`config.mk`:
```
export PLATFORM = sky130hd
export DESIGN_NAME = usb_config_descriptor_parser
export DESIGN_NICKNAME = d
export VERILOG_FILES = /design/src/rtl/usbcd_pkg.sv /design/src/rtl/usbcd_walker.sv /design/src/rtl/usb_config_descriptor_parser.sv
export SDC_FILE = /design/constraint.sdc
export NUM_CORES = 1
export LEC_CHECK = 0
export ABC_AREA = 1
export ABC_CLOCK_PERIOD_IN_PS = 5900
export BUFFER_PORTS_ARGS = -buffer_cell sky130_fd_sc_hd__buf_2
export CAP_MARGIN = 20
export CORE_UTILIZATION = 58
export CTS_BUF_LIST = sky130_fd_sc_hd__clkbuf_16
export CTS_CLUSTER_SIZE = 24
export DETAILED_ROUTE_END_ITERATION = 8
export PLACE_DENSITY = 0.89
export SKIP_LAST_GASP = 1
export SYNTH_ARGS = -nofsm -noshare
export SYNTH_HDL_FRONTEND = slang
export SYNTH_SLANG_ARGS = --single-unit
```
`constraint.sdc`:
```
create_clock -name clk -period 5.9 [get_ports clk]
set_clock_uncertainty 0.05 [all_clocks]
set_input_delay 1.475 -clock clk [delete_from_list [all_inputs] [get_ports clk]]
set_output_delay 1.475 -clock clk [all_outputs]
set_load 0.01 [all_outputs]
```
`src/rtl/usbcd_pkg.sv`:
```
// Package for the configuration descriptor parser: descriptor type codes,
// default table sizes and the result word type.
// No dependencies.
`timescale 1ns / 1ps
`default_nettype none

package usbcd_pkg;

  // Descriptor type codes and endpoint attribute mask
  localparam logic [7:0] DESC_TYPE_IFACE   = 8'd4;
  localparam logic [7:0] DESC_TYPE_EP      = 8'd5;
  localparam logic [1:0] EP_ATTR_TYPE_MASK = 2'b11;

  // Default table sizes
  localparam int DEF_MAX_IFACES = 8;
  localparam int DEF_MAX_EPS    = 16;

  // Result kind codes
  localparam logic KIND_IFACE = 1'b0;
  localparam logic KIND_EP    = 1'b1;

  // One result word
  typedef struct packed {
    logic        record_kind;
    logic [2:0]  iface_slot;
    logic [3:0]  ep_slot;
    logic [7:0]  iface_number;
    logic [7:0]  alt_num;
    logic [7:0]  iface_class;
    logic [7:0]  iface_subclass;
    logic [7:0]  protocol_code;
    logic [7:0]  ep_address;
    logic [1:0]  ep_type;
    logic [15:0] max_packet;
    logic [7:0]  poll_interval;
  } result_t;

endpackage

`default_nettype wire

```
`src/rtl/usbcd_walker.sv`:
```
// Record walker: tracks position in the descriptor stream, captures body
// bytes and allocates interface/endpoint slots. Uses usbcd_pkg.
`timescale 1ns / 1ps
`default_nettype none

module usbcd_walker #(
  parameter int MAX_IFACES = usbcd_pkg::DEF_MAX_IFACES,
  parameter int MAX_EPS    = usbcd_pkg::DEF_MAX_EPS
) (
  input  wire logic              clk,
  input  wire logic              rst,
  input  wire logic              take,
  input  wire logic [7:0]        data_byte,
  input  wire logic              last_byte,
  output logic                   res_valid,
  output usbcd_pkg::result_t     res
);
  import usbcd_pkg::*;

  localparam int IC_W = $clog2(MAX_IFACES + 1);
  localparam int EC_W = $clog2(MAX_EPS + 1);

  logic [7:0]      byte_offset, byte_offset_next;
  logic [7:0]      record_length, record_length_next;
  logic [7:0]      record_type, record_type_next;
  logic [7:0]      captured [6];
  logic [7:0]      captured_next [6];
  logic            halted, halted_next;
  logic            have_interface, have_interface_next;
  logic [IC_W-1:0] iface_count, iface_count_next;
  logic [EC_W-1:0] ep_count, ep_count_next;
  logic            done;
  logic [IC_W-1:0] last_iface;

  assign last_iface = iface_count - IC_W'(1);

  // Per-word state update and result
  always_comb begin
    byte_offset_next    = byte_offset;
    record_length_next  = record_length;
    record_type_next    = record_type;
    captured_next       = captured;
    halted_next         = halted;
    have_interface_next = have_interface;
    iface_count_next    = iface_count;
    ep_count_next       = ep_count;
    done                = 1'b0;
    res_valid           = 1'b0;
    res                 = '0;

    if (!halted) begin
      if (byte_offset == 8'd0) begin
        record_length_next = data_byte;
        if (data_byte == 8'd0) begin
          halted_next = 1'b1;
        end else begin
          record_type_next = 8'd0;
          for (int i = 0; i < 6; i++) captured_next[i] = 8'd0;
          done = (data_byte == 8'd1);
        end
      end else begin
        if (byte_offset == 8'd1) begin
          record_type_next = data_byte;
        end else begin
          for (int i = 0; i < 6; i++) begin
            if (byte_offset == 8'(i + 2)) captured_next[i] = data_byte;
          end
        end
        done = ({1'b0, byte_offset} + 9'd1) == {1'b0, record_length};
      end

      if (!halted_next) begin
        if (done) begin
          byte_offset_next = 8'd0;
          // Completed record: allocate a slot if possible
          if (record_type_next == DESC_TYPE_IFACE) begin
            if (iface_count < IC_W'(MAX_IFACES)) begin
              res_valid           = 1'b1;
              res.record_kind     = KIND_IFACE;
              res.iface_slot      = 3'(iface_count);
              res.iface_number    = captured_next[0];
              res.alt_num         = captured_next[1];
              res.iface_class     = captured_next[3];
              res.iface_subclass  = captured_next[4];
              res.protocol_code   = captured_next[5];
              iface_count_next    = iface_count + IC_W'(1);
              have_interface_next = 1'b1;
              ep_count_next       = '0;
            end
          end else if (record_type_next == DESC_TYPE_EP) begin
            if (have_interface && (ep_count < EC_W'(MAX_EPS))) begin
              res_valid         = 1'b1;
              res.record_kind   = KIND_EP;
              res.iface_slot    = 3'(last_iface);
              res.ep_slot       = 4'(ep_count);
              res.ep_address    = captured_next[0];
              res.ep_type       = captured_next[1][1:0] & EP_ATTR_TYPE_MASK;
              res.max_packet    = {captured_next[3], captured_next[2]};
              res.poll_interval = captured_next[4];
              ep_count_next     = ep_count + EC_W'(1);
            end
          end
        end else begin
          byte_offset_next = byte_offset + 8'd1;
        end
      end
    end

    // End of stream: back to the reset state
    if (last_byte) begin
      byte_offset_next    = 8'd0;
      record_length_next  = 8'd0;
      record_type_next    = 8'd0;
      for (int i = 0; i < 6; i++) captured_next[i] = 8'd0;
      halted_next         = 1'b0;
      have_interface_next = 1'b0;
      iface_count_next    = '0;
      ep_count_next       = '0;
    end
  end

  // State registers
  always_ff @(posedge clk) begin
    if (rst) begin
      byte_offset    <= 8'd0;
      record_length  <= 8'd0;
      record_type    <= 8'd0;
      for (int i = 0; i < 6; i++) captured[i] <= 8'd0;
      halted         <= 1'b0;
      have_interface <= 1'b0;
      iface_count    <= '0;
      ep_count       <= '0;
    end else if (take) begin
      byte_offset    <= byte_offset_next;
      record_length  <= record_length_next;
      record_type    <= record_type_next;
      captured       <= captured_next;
      halted         <= halted_next;
      have_interface <= have_interface_next;
      iface_count    <= iface_count_next;
      ep_count       <= ep_count_next;
    end
  end

endmodule

`default_nettype wire

```
`src/rtl/usb_config_descriptor_parser.sv`:
```
// Top level of the configuration descriptor parser: input handshake, the
// record walker and the output result register. Uses usbcd_pkg, usbcd_walker.
`timescale 1ns / 1ps
`default_nettype none

// Takes one descriptor byte per cycle on the input channel and gives at most
// one result word per byte, in the cycle after the byte is taken, from a single
// output register. A byte is taken whenever that register is empty or being
// drained in the same cycle, so with out_ready held high the parser sustains
// one byte per clock; the output register alone sets that figure. last_byte
// returns all parser state to reset after its own byte has been handled. No
// memories, so there is no clearing pass after reset.
module usb_config_descriptor_parser #(
  parameter int MAX_IFACES = usbcd_pkg::DEF_MAX_IFACES,
  parameter int MAX_EPS    = usbcd_pkg::DEF_MAX_EPS
) (
  input  wire logic        clk,
  input  wire logic        rst,
  input  wire logic        in_valid,
  output logic             in_ready,
  input  wire logic [7:0]  data_byte,
  input  wire logic        last_byte,
  output logic             out_valid,
  input  wire logic        out_ready,
  output logic             record_kind,
  output logic [2:0]       iface_slot,
  output logic [3:0]       ep_slot,
  output logic [7:0]       iface_number,
  output logic [7:0]       alt_num,
  output logic [7:0]       iface_class,
  output logic [7:0]       iface_subclass,
  output logic [7:0]       protocol_code,
  output logic [7:0]       ep_address,
  output logic [1:0]       ep_type,
  output logic [15:0]      max_packet,
  output logic [7:0]       poll_interval
);
  import usbcd_pkg::*;

  logic    take;
  logic    res_valid;
  result_t res;
  result_t out_word;

  assign in_ready = !out_valid || out_ready;
  assign take     = in_valid && in_ready;

  usbcd_walker #(
    .MAX_IFACES(MAX_IFACES),
    .MAX_EPS   (MAX_EPS)
  ) u_walker (
    .clk      (clk),
    .rst      (rst),
    .take     (take),
    .data_byte(data_byte),
    .last_byte(last_byte),
    .res_valid(res_valid),
    .res      (res)
  );

  // Output result register
  always_ff @(posedge clk) begin
    if (rst) begin
      out_valid <= 1'b0;
    end else if (take) begin
      out_valid <= res_valid;
    end else if (out_ready) begin
      out_valid <= 1'b0;
    end
  end

  always_ff @(posedge clk) begin
    if (take) begin
      out_word <= res;
    end
  end

  assign record_kind    = out_word.record_kind;
  assign iface_slot     = out_word.iface_slot;
  assign ep_slot        = out_word.ep_slot;
  assign iface_number   = out_word.iface_number;
  assign alt_num        = out_word.alt_num;
  assign iface_class    = out_word.iface_class;
  assign iface_subclass = out_word.iface_subclass;
  assign protocol_code  = out_word.protocol_code;
  assign ep_address     = out_word.ep_address;
  assign ep_type        = out_word.ep_type;
  assign max_packet     = out_word.max_packet;
  assign poll_interval  = out_word.poll_interval;

endmodule

`default_nettype wire

```
## Word level (Yosys, flattened, before mapping)

Index checks and enable logic that the tools add are counted.

- $add $sub $neg: 5
- $lt $le $gt $ge: 2
- Equal/unequal tests: 14
- Mux-type cells: 65
- Bitwise gates (word level): 5
- Reduce and logical (&&, ||, !) cells: 21

Operators by type and width:

| kind | number |
|---|---|
| $mux W48 | 5 |
| $mux W8 | 21 |
| $eq A8 B3 Y1 const B | 6 |
| $mux W5 | 8 |
| $mux W4 | 7 |
| $mux W1 | 23 |
| $eq A8 B1 Y1 const B | 2 |
| $eq A8 B2 Y1 const B | 2 |
| $logic_not A8 Y1 | 2 |
| $reduce_bool A2 Y1 | 5 |
| $add A8 B1 Y9 const B | 1 |
| $eq A9 B8 Y1 | 1 |
| $add A8 B1 Y8 const B | 1 |
| $reduce_and A7 Y1 | 1 |
| $reduce_and A3 Y1 | 2 |
| $reduce_and A6 Y1 | 1 |
| $reduce_bool A3 Y1 | 2 |
| $reduce_or A6 Y1 | 1 |
| $add A5 B1 Y5 const B | 1 |
| $lt A5 B5 Y1 const B | 1 |
| $not A1 Y1 | 5 |
| $reduce_or A5 Y1 | 1 |
| $add A4 B1 Y4 const B | 1 |
| $lt A4 B4 Y1 const B | 1 |
| other kinds (9) | 11 |

- Bits in registers: 166
- Bits of input ports: 13
- Output and inout port bits: 84

## Depth between registers and ports, before layout

- Depth in word-level cells: 11
- Gate-level depth with buffers: 18

## Cells and area by module

From an unflattened synthesis, not the netlist that was laid out.

- Cell total of the unflattened synthesis: 921
- Area, all modules: 7702.4 µm²

Modules (own cells, without submodules):

| module | times used | cells each | area each (µm²) | seq. area each (µm²) |
|---|---|---|---|---|
| usbcd_walker | 1 | 833 | 5190.0 | 1661.6 |
| usb_config_descriptor_parser | 1 | 88 | 2512.4 | 2482.4 |

## Least setup slack after synthesis

OpenSTA, ideal clock, no wires.

- Kind: input -> register
- From: in out_ready
- To: reg u_walker.ep_count[0]
- Library setup time: 0.064 ns
- Arrival: 4.584 ns
- Data required time: 5.786 ns
- Slack: 1.202 ns
- Stages on the path: 12
- Buffers on the path: 0
- Cell sequence: inv_1 > nand2_1 > nand2_1 > inv_1 > o21ai_2 > a21oi_1 > inv_1 > nand2_2 > nand3_2 > nand2_1 > inv_1 > nor2_1

- Word-level cells in the longest chain between the ends: 3

Ends and longest elaborated chain:

| element | line | text |
|---|---|---|
| start: declaration | usb_config_descriptor_parser.sv:24 | `input wire logic out_ready,` |
| $logic_or A1 B1 Y1 | usb_config_descriptor_parser.sv:45 | `assign in_ready = !out_valid \|\| out_ready;` |
| via in_ready | usb_config_descriptor_parser.sv:20 | `output logic in_ready,` |
| $logic_and A1 B1 Y1 | usb_config_descriptor_parser.sv:46 | `assign take = in_valid && in_ready;` |
| via take | usb_config_descriptor_parser.sv:40 | `logic take;` |
| $reduce_and A7 Y1 (no source line) | -- |  |
| end signal: assignment | usbcd_walker.sv:141 | `ep_count <= ep_count_next;` |
| end: declaration | usbcd_walker.sv:31 | `logic [EC_W-1:0] ep_count, ep_count_next;` |

The timed path passes the listed nets, and every way through them passes these cells.
A chain may end at the register's enable or synchronous reset.

## Worst setup path after layout

- From: in data_byte[7]
- To: reg out_word, in the netlist ep_type[1], data pin

- Word-level cells in the longest chain between the ends: 7

Ends and longest elaborated chain:

| element | line | text |
|---|---|---|
| start: declaration | usb_config_descriptor_parser.sv:21 | `input wire logic [7:0] data_byte,` |
| $logic_not A8 Y1 | usbcd_walker.sv:54 | `if (data_byte == 8'd0) begin` |
| $mux W8 | usbcd_walker.sv:54 |  |
| $mux W8 | usbcd_walker.sv:52 | `if (byte_offset == 8'd0) begin` |
| $mux W8 | usbcd_walker.sv:51 | `if (!halted) begin` |
| $eq A8 B3 Y1 | usbcd_walker.sv:90 | `end else if (record_type_next == DESC_TYPE_EP) begin` |
| $not A1 Y1 (no source line) | -- |  |
| $reduce_or A6 Y1 (no source line) | -- |  |
| end signal: assignment | usb_config_descriptor_parser.sv:74 | `out_word <= res;` |
| end: declaration | usb_config_descriptor_parser.sv:43 | `result_t out_word;` |

Several ways; a longest one is shown, not always the timed one. The select of a mux whose other input is x is not followed.

==> impl_metrics.json <==
{
  "outcome": "finished, final reports clean",
  "ios": 97,
  "wire_per_inst_um": 14.70,
  "slew_violations": 0,
  "period_minus_slack_ns": 3.817,
  "cts-root-buf": "clkbuf_16",
  "grt_overflow": 0,
  "cp_max_fo": 38,
  "drt_first_pass_iters": 6,
  "antenna_found_initial": 0,
  "synth_nets": 992,
  "synth_top_area_share_pct": 31.21,
  "end_kind": "register",
  "cts_tree": "done",
  "htreeDepth": 4,
  "die_w_um": 118.6,
  "vias": 6899,
  "hpwl_um": 12180,
  "final_cell_mix": "272 x nand2_1, 126 x inv_1, 97 x nor2_1",
  "ys_async_sr_fraction_pct": 0,
  "r2r_start": "u_walker.byte_offset[0]",
  "synth-seq-cells": 166,
  "cts_setup_buffers": 0,
  "rsz0062_at_grt": "no",
  "routabilityCongestion": 0.9749,
  "clk_pin_slew_worst_paths_ns": 0.06,
  "drtAntennaViolNets": 0,
  "core_area_mm2": 0.01324,
  "syn_area_mm2": 0.007889,
  "synth_edf_count": 82,
  "stdcell_count": 1247,
  "diodes": 0,
  "drc": 0,
  "worstMarginPinSlew_ns": 1.103,
  "critical_path_class": "in2reg",
  "cts_sinks": 166,
  "drive_gt1_share_pct": 16.99,
  "setup-violations-final": 0,
  "slew_headroom_pct": 26.46,
  "grt_pass1_vias": 6185,
  "synth-main-ff-cell": "dfxtp_1",
  "hold_violations": 0,
  "power_density_mw_per_mm2": 275.6,
  "numCtsBuffers": 17,
  "io_buffers": 96,
  "layout_commonest_cell": "nand2_1",
  "post_cts_resized": 0,
  "postCtsHoldBufs": 0,
  "syn_to_final_growth_pct": 13.81,
  "syn_avg_cell_area_um2": 8.116,
  "cts_buffer_depth": 2,
  "yosys_warnings": 0,
  "die_area_mm2": 0.01407,
  "cp-startpoint": "data_byte[7]",
  "hold_class": "reg2reg",
  "r2r.worst_path.cells": 13,
  "max-cap-violations": 0,
  "vias_per_cell": 5.532,
  "timing.rr.end": "ep_type[1]",
  "dp.cells": 1215,
  "grt_pass1_wl_um": 29640,
  "wl_um": 18330,
  "synth_top_area_cell": "edfxtp_1",
  "ir_worst_vdd_mv": 0.1599,
  "grt.total_usage_pct": 26.75,
  "fin_nets": 1078,
  "timing.reg2reg.setup_slack_ns": 2.40,
  "worstSetupEndpoint": "ep_type[1]",
  "synthTopCellsByArea": "edfxtp_1 31%, dfxtp_1 21%, nand2_1 13%",
  "num_rows": 42,
  "synth_cell_types": 37,
  "tns_ns": 0,
  "grt_max_degree": 84,
  "cp_data_required_time_ns": 5.98,
  "die_h_um": 118.6,
  "crit_arrival_ns": 3.90,
  "startpoint_type": "input pin",
  "start_util_pct": 59.57,
  "clock_latency_ns": 0.43,
  "syn_inst": 972,
  "p_leak_nw": 3.381,
  "max_freq_mhz": 262.0,
  "first_iter_violations": 992,
  "fin_crit_sh_pct": 64.69,
  "ys_seq_area_share_pct": 52.53
}
-- state kept, by name (all words and copies together) (netlist names) --
name                     flops
max_packet                  16
ep_address                   8
alt_num                      8
poll_interval                8
iface_class                  8
u_walker.record_type         8
u_walker.ep_count            5
u_walker.have_interface      1
protocol_code                8
u_walker.byte_offset         8
iface_subclass               8
ep_type                      2
u_walker.record_length       8
u_walker.iface_count         4
u_walker.captured           48
iface_number                 8
out_valid                    1
ep_slot                      4
iface_slot                   3
record_kind                  1
u_walker.halted              1
-- logic make-up after synthesis --
family | synth area share [%]
simple gates | 26.71
fa+ha+maj | 1.110
compound gates | 9.580
buf+inv | 8.850
flops | 52.53
xor+xnor | 1.221
-- layer usage --
layer  vias up  track usage, %  routed length, um
met5         -               0                  0
met4         0           12.74                583
met3        52           4.730               1660
met2       370           42.69               8741
met1      3192           35.30               7342
li1       3285               -                  -
-- layout make-up --
class | instances | area (um2)
clock inverters | 15 | 128.9
fillers | 1032 | 4264
flip-flops and latches | 166 | 4144
well taps | 176 | 220.2
multi-input cells | 639 | 3047
repair buffers | 100 | 510.5
clock buffers | 17 | 425.4
inverters | 134 | 503.0
-- cells in the mapped netlist (2+ instances only) --
| library cell | number |
|---|---|
| a21oi_1 | 83 |
| edfxtp_1 | 82 |
| inv_2 | 6 |
| nand2_1 | 272 |
| ha_1 | 7 |
| nor2_1 | 97 |
| a21oi_2 | 2 |
| clkbuf_1 | 18 |
| buf_6 | 7 |
| nand4_1 | 14 |
| xor2_1 | 10 |
| nand3_2 | 4 |
| nor3_1 | 5 |
| o21ai_0 | 47 |
| buf_2 | 3 |
| nor2_2 | 14 |
| inv_1 | 126 |
| dfxtp_1 | 84 |
| nor2_4 | 13 |
| clkinv_1 | 2 |
| or2_2 | 2 |
| o21ai_2 | 2 |
| buf_1 | 3 |
| o21ai_1 | 2 |
| nand3_1 | 43 |
| nand2_2 | 6 |
| o31ai_1 | 8 |
-- stage by stage --
step | worst slack, ns | total power (W) | util [%] | instance area (um2) | hold slack [ns]
after floorplan | 1.202 | 0.001391 | - | 7889 | 0.3911
after global placement | 1.921 | 0.001446 | 63.61 | 8424 | 0.4011
after detailed placement | 1.736 | 0.001450 | 63.61 | 8424 | 0.4051
after CTS | 2.111 | 0.002479 | 67.80 | 8979 | 0.4150
after global routing | 1.949 | 0.002553 | 67.80 | 8979 | 0.4310
final | 2.083 | 0.002474 | 67.80 | 8979 | 0.4148
-- where the power goes --
part           switching, W  total [W]  internal [W]
logic              0.000139   0.000185     0.0000464
registers         0.0000112    0.00124       0.00123
clock network      0.000464    0.00105      0.000582
total              0.000614    0.00247       0.00186
-- worst min path at each step --
stage                                  startpoint                 endpoint  cells past startpoint
after floorplan           u_walker.have_interface  u_walker.have_interface                      2
after global placement      u_walker.captured[46]    u_walker.captured[46]                      2
after detailed placement    u_walker.captured[45]    u_walker.captured[45]                      2
after CTS                   u_walker.captured[30]    u_walker.captured[30]                      2
after global routing        u_walker.captured[45]    u_walker.captured[45]                      2
final                        u_walker.captured[6]     u_walker.captured[6]                      2
-- worst max-delay path, cell delays in order --
cell and delay [ns]:
buf_2 0.11, inv_1 0.11, nand3_1 0.19, nor2_2 0.38, nand3_1 0.15, nand2_1 0.16, inv_1 0.07, nand3_1 0.07
nor2_1 0.04, nand2_1 0.14, nor2_4 0.07, inv_2 0.78, nor2_1 0.12
(Power assumes the default switching activity.)
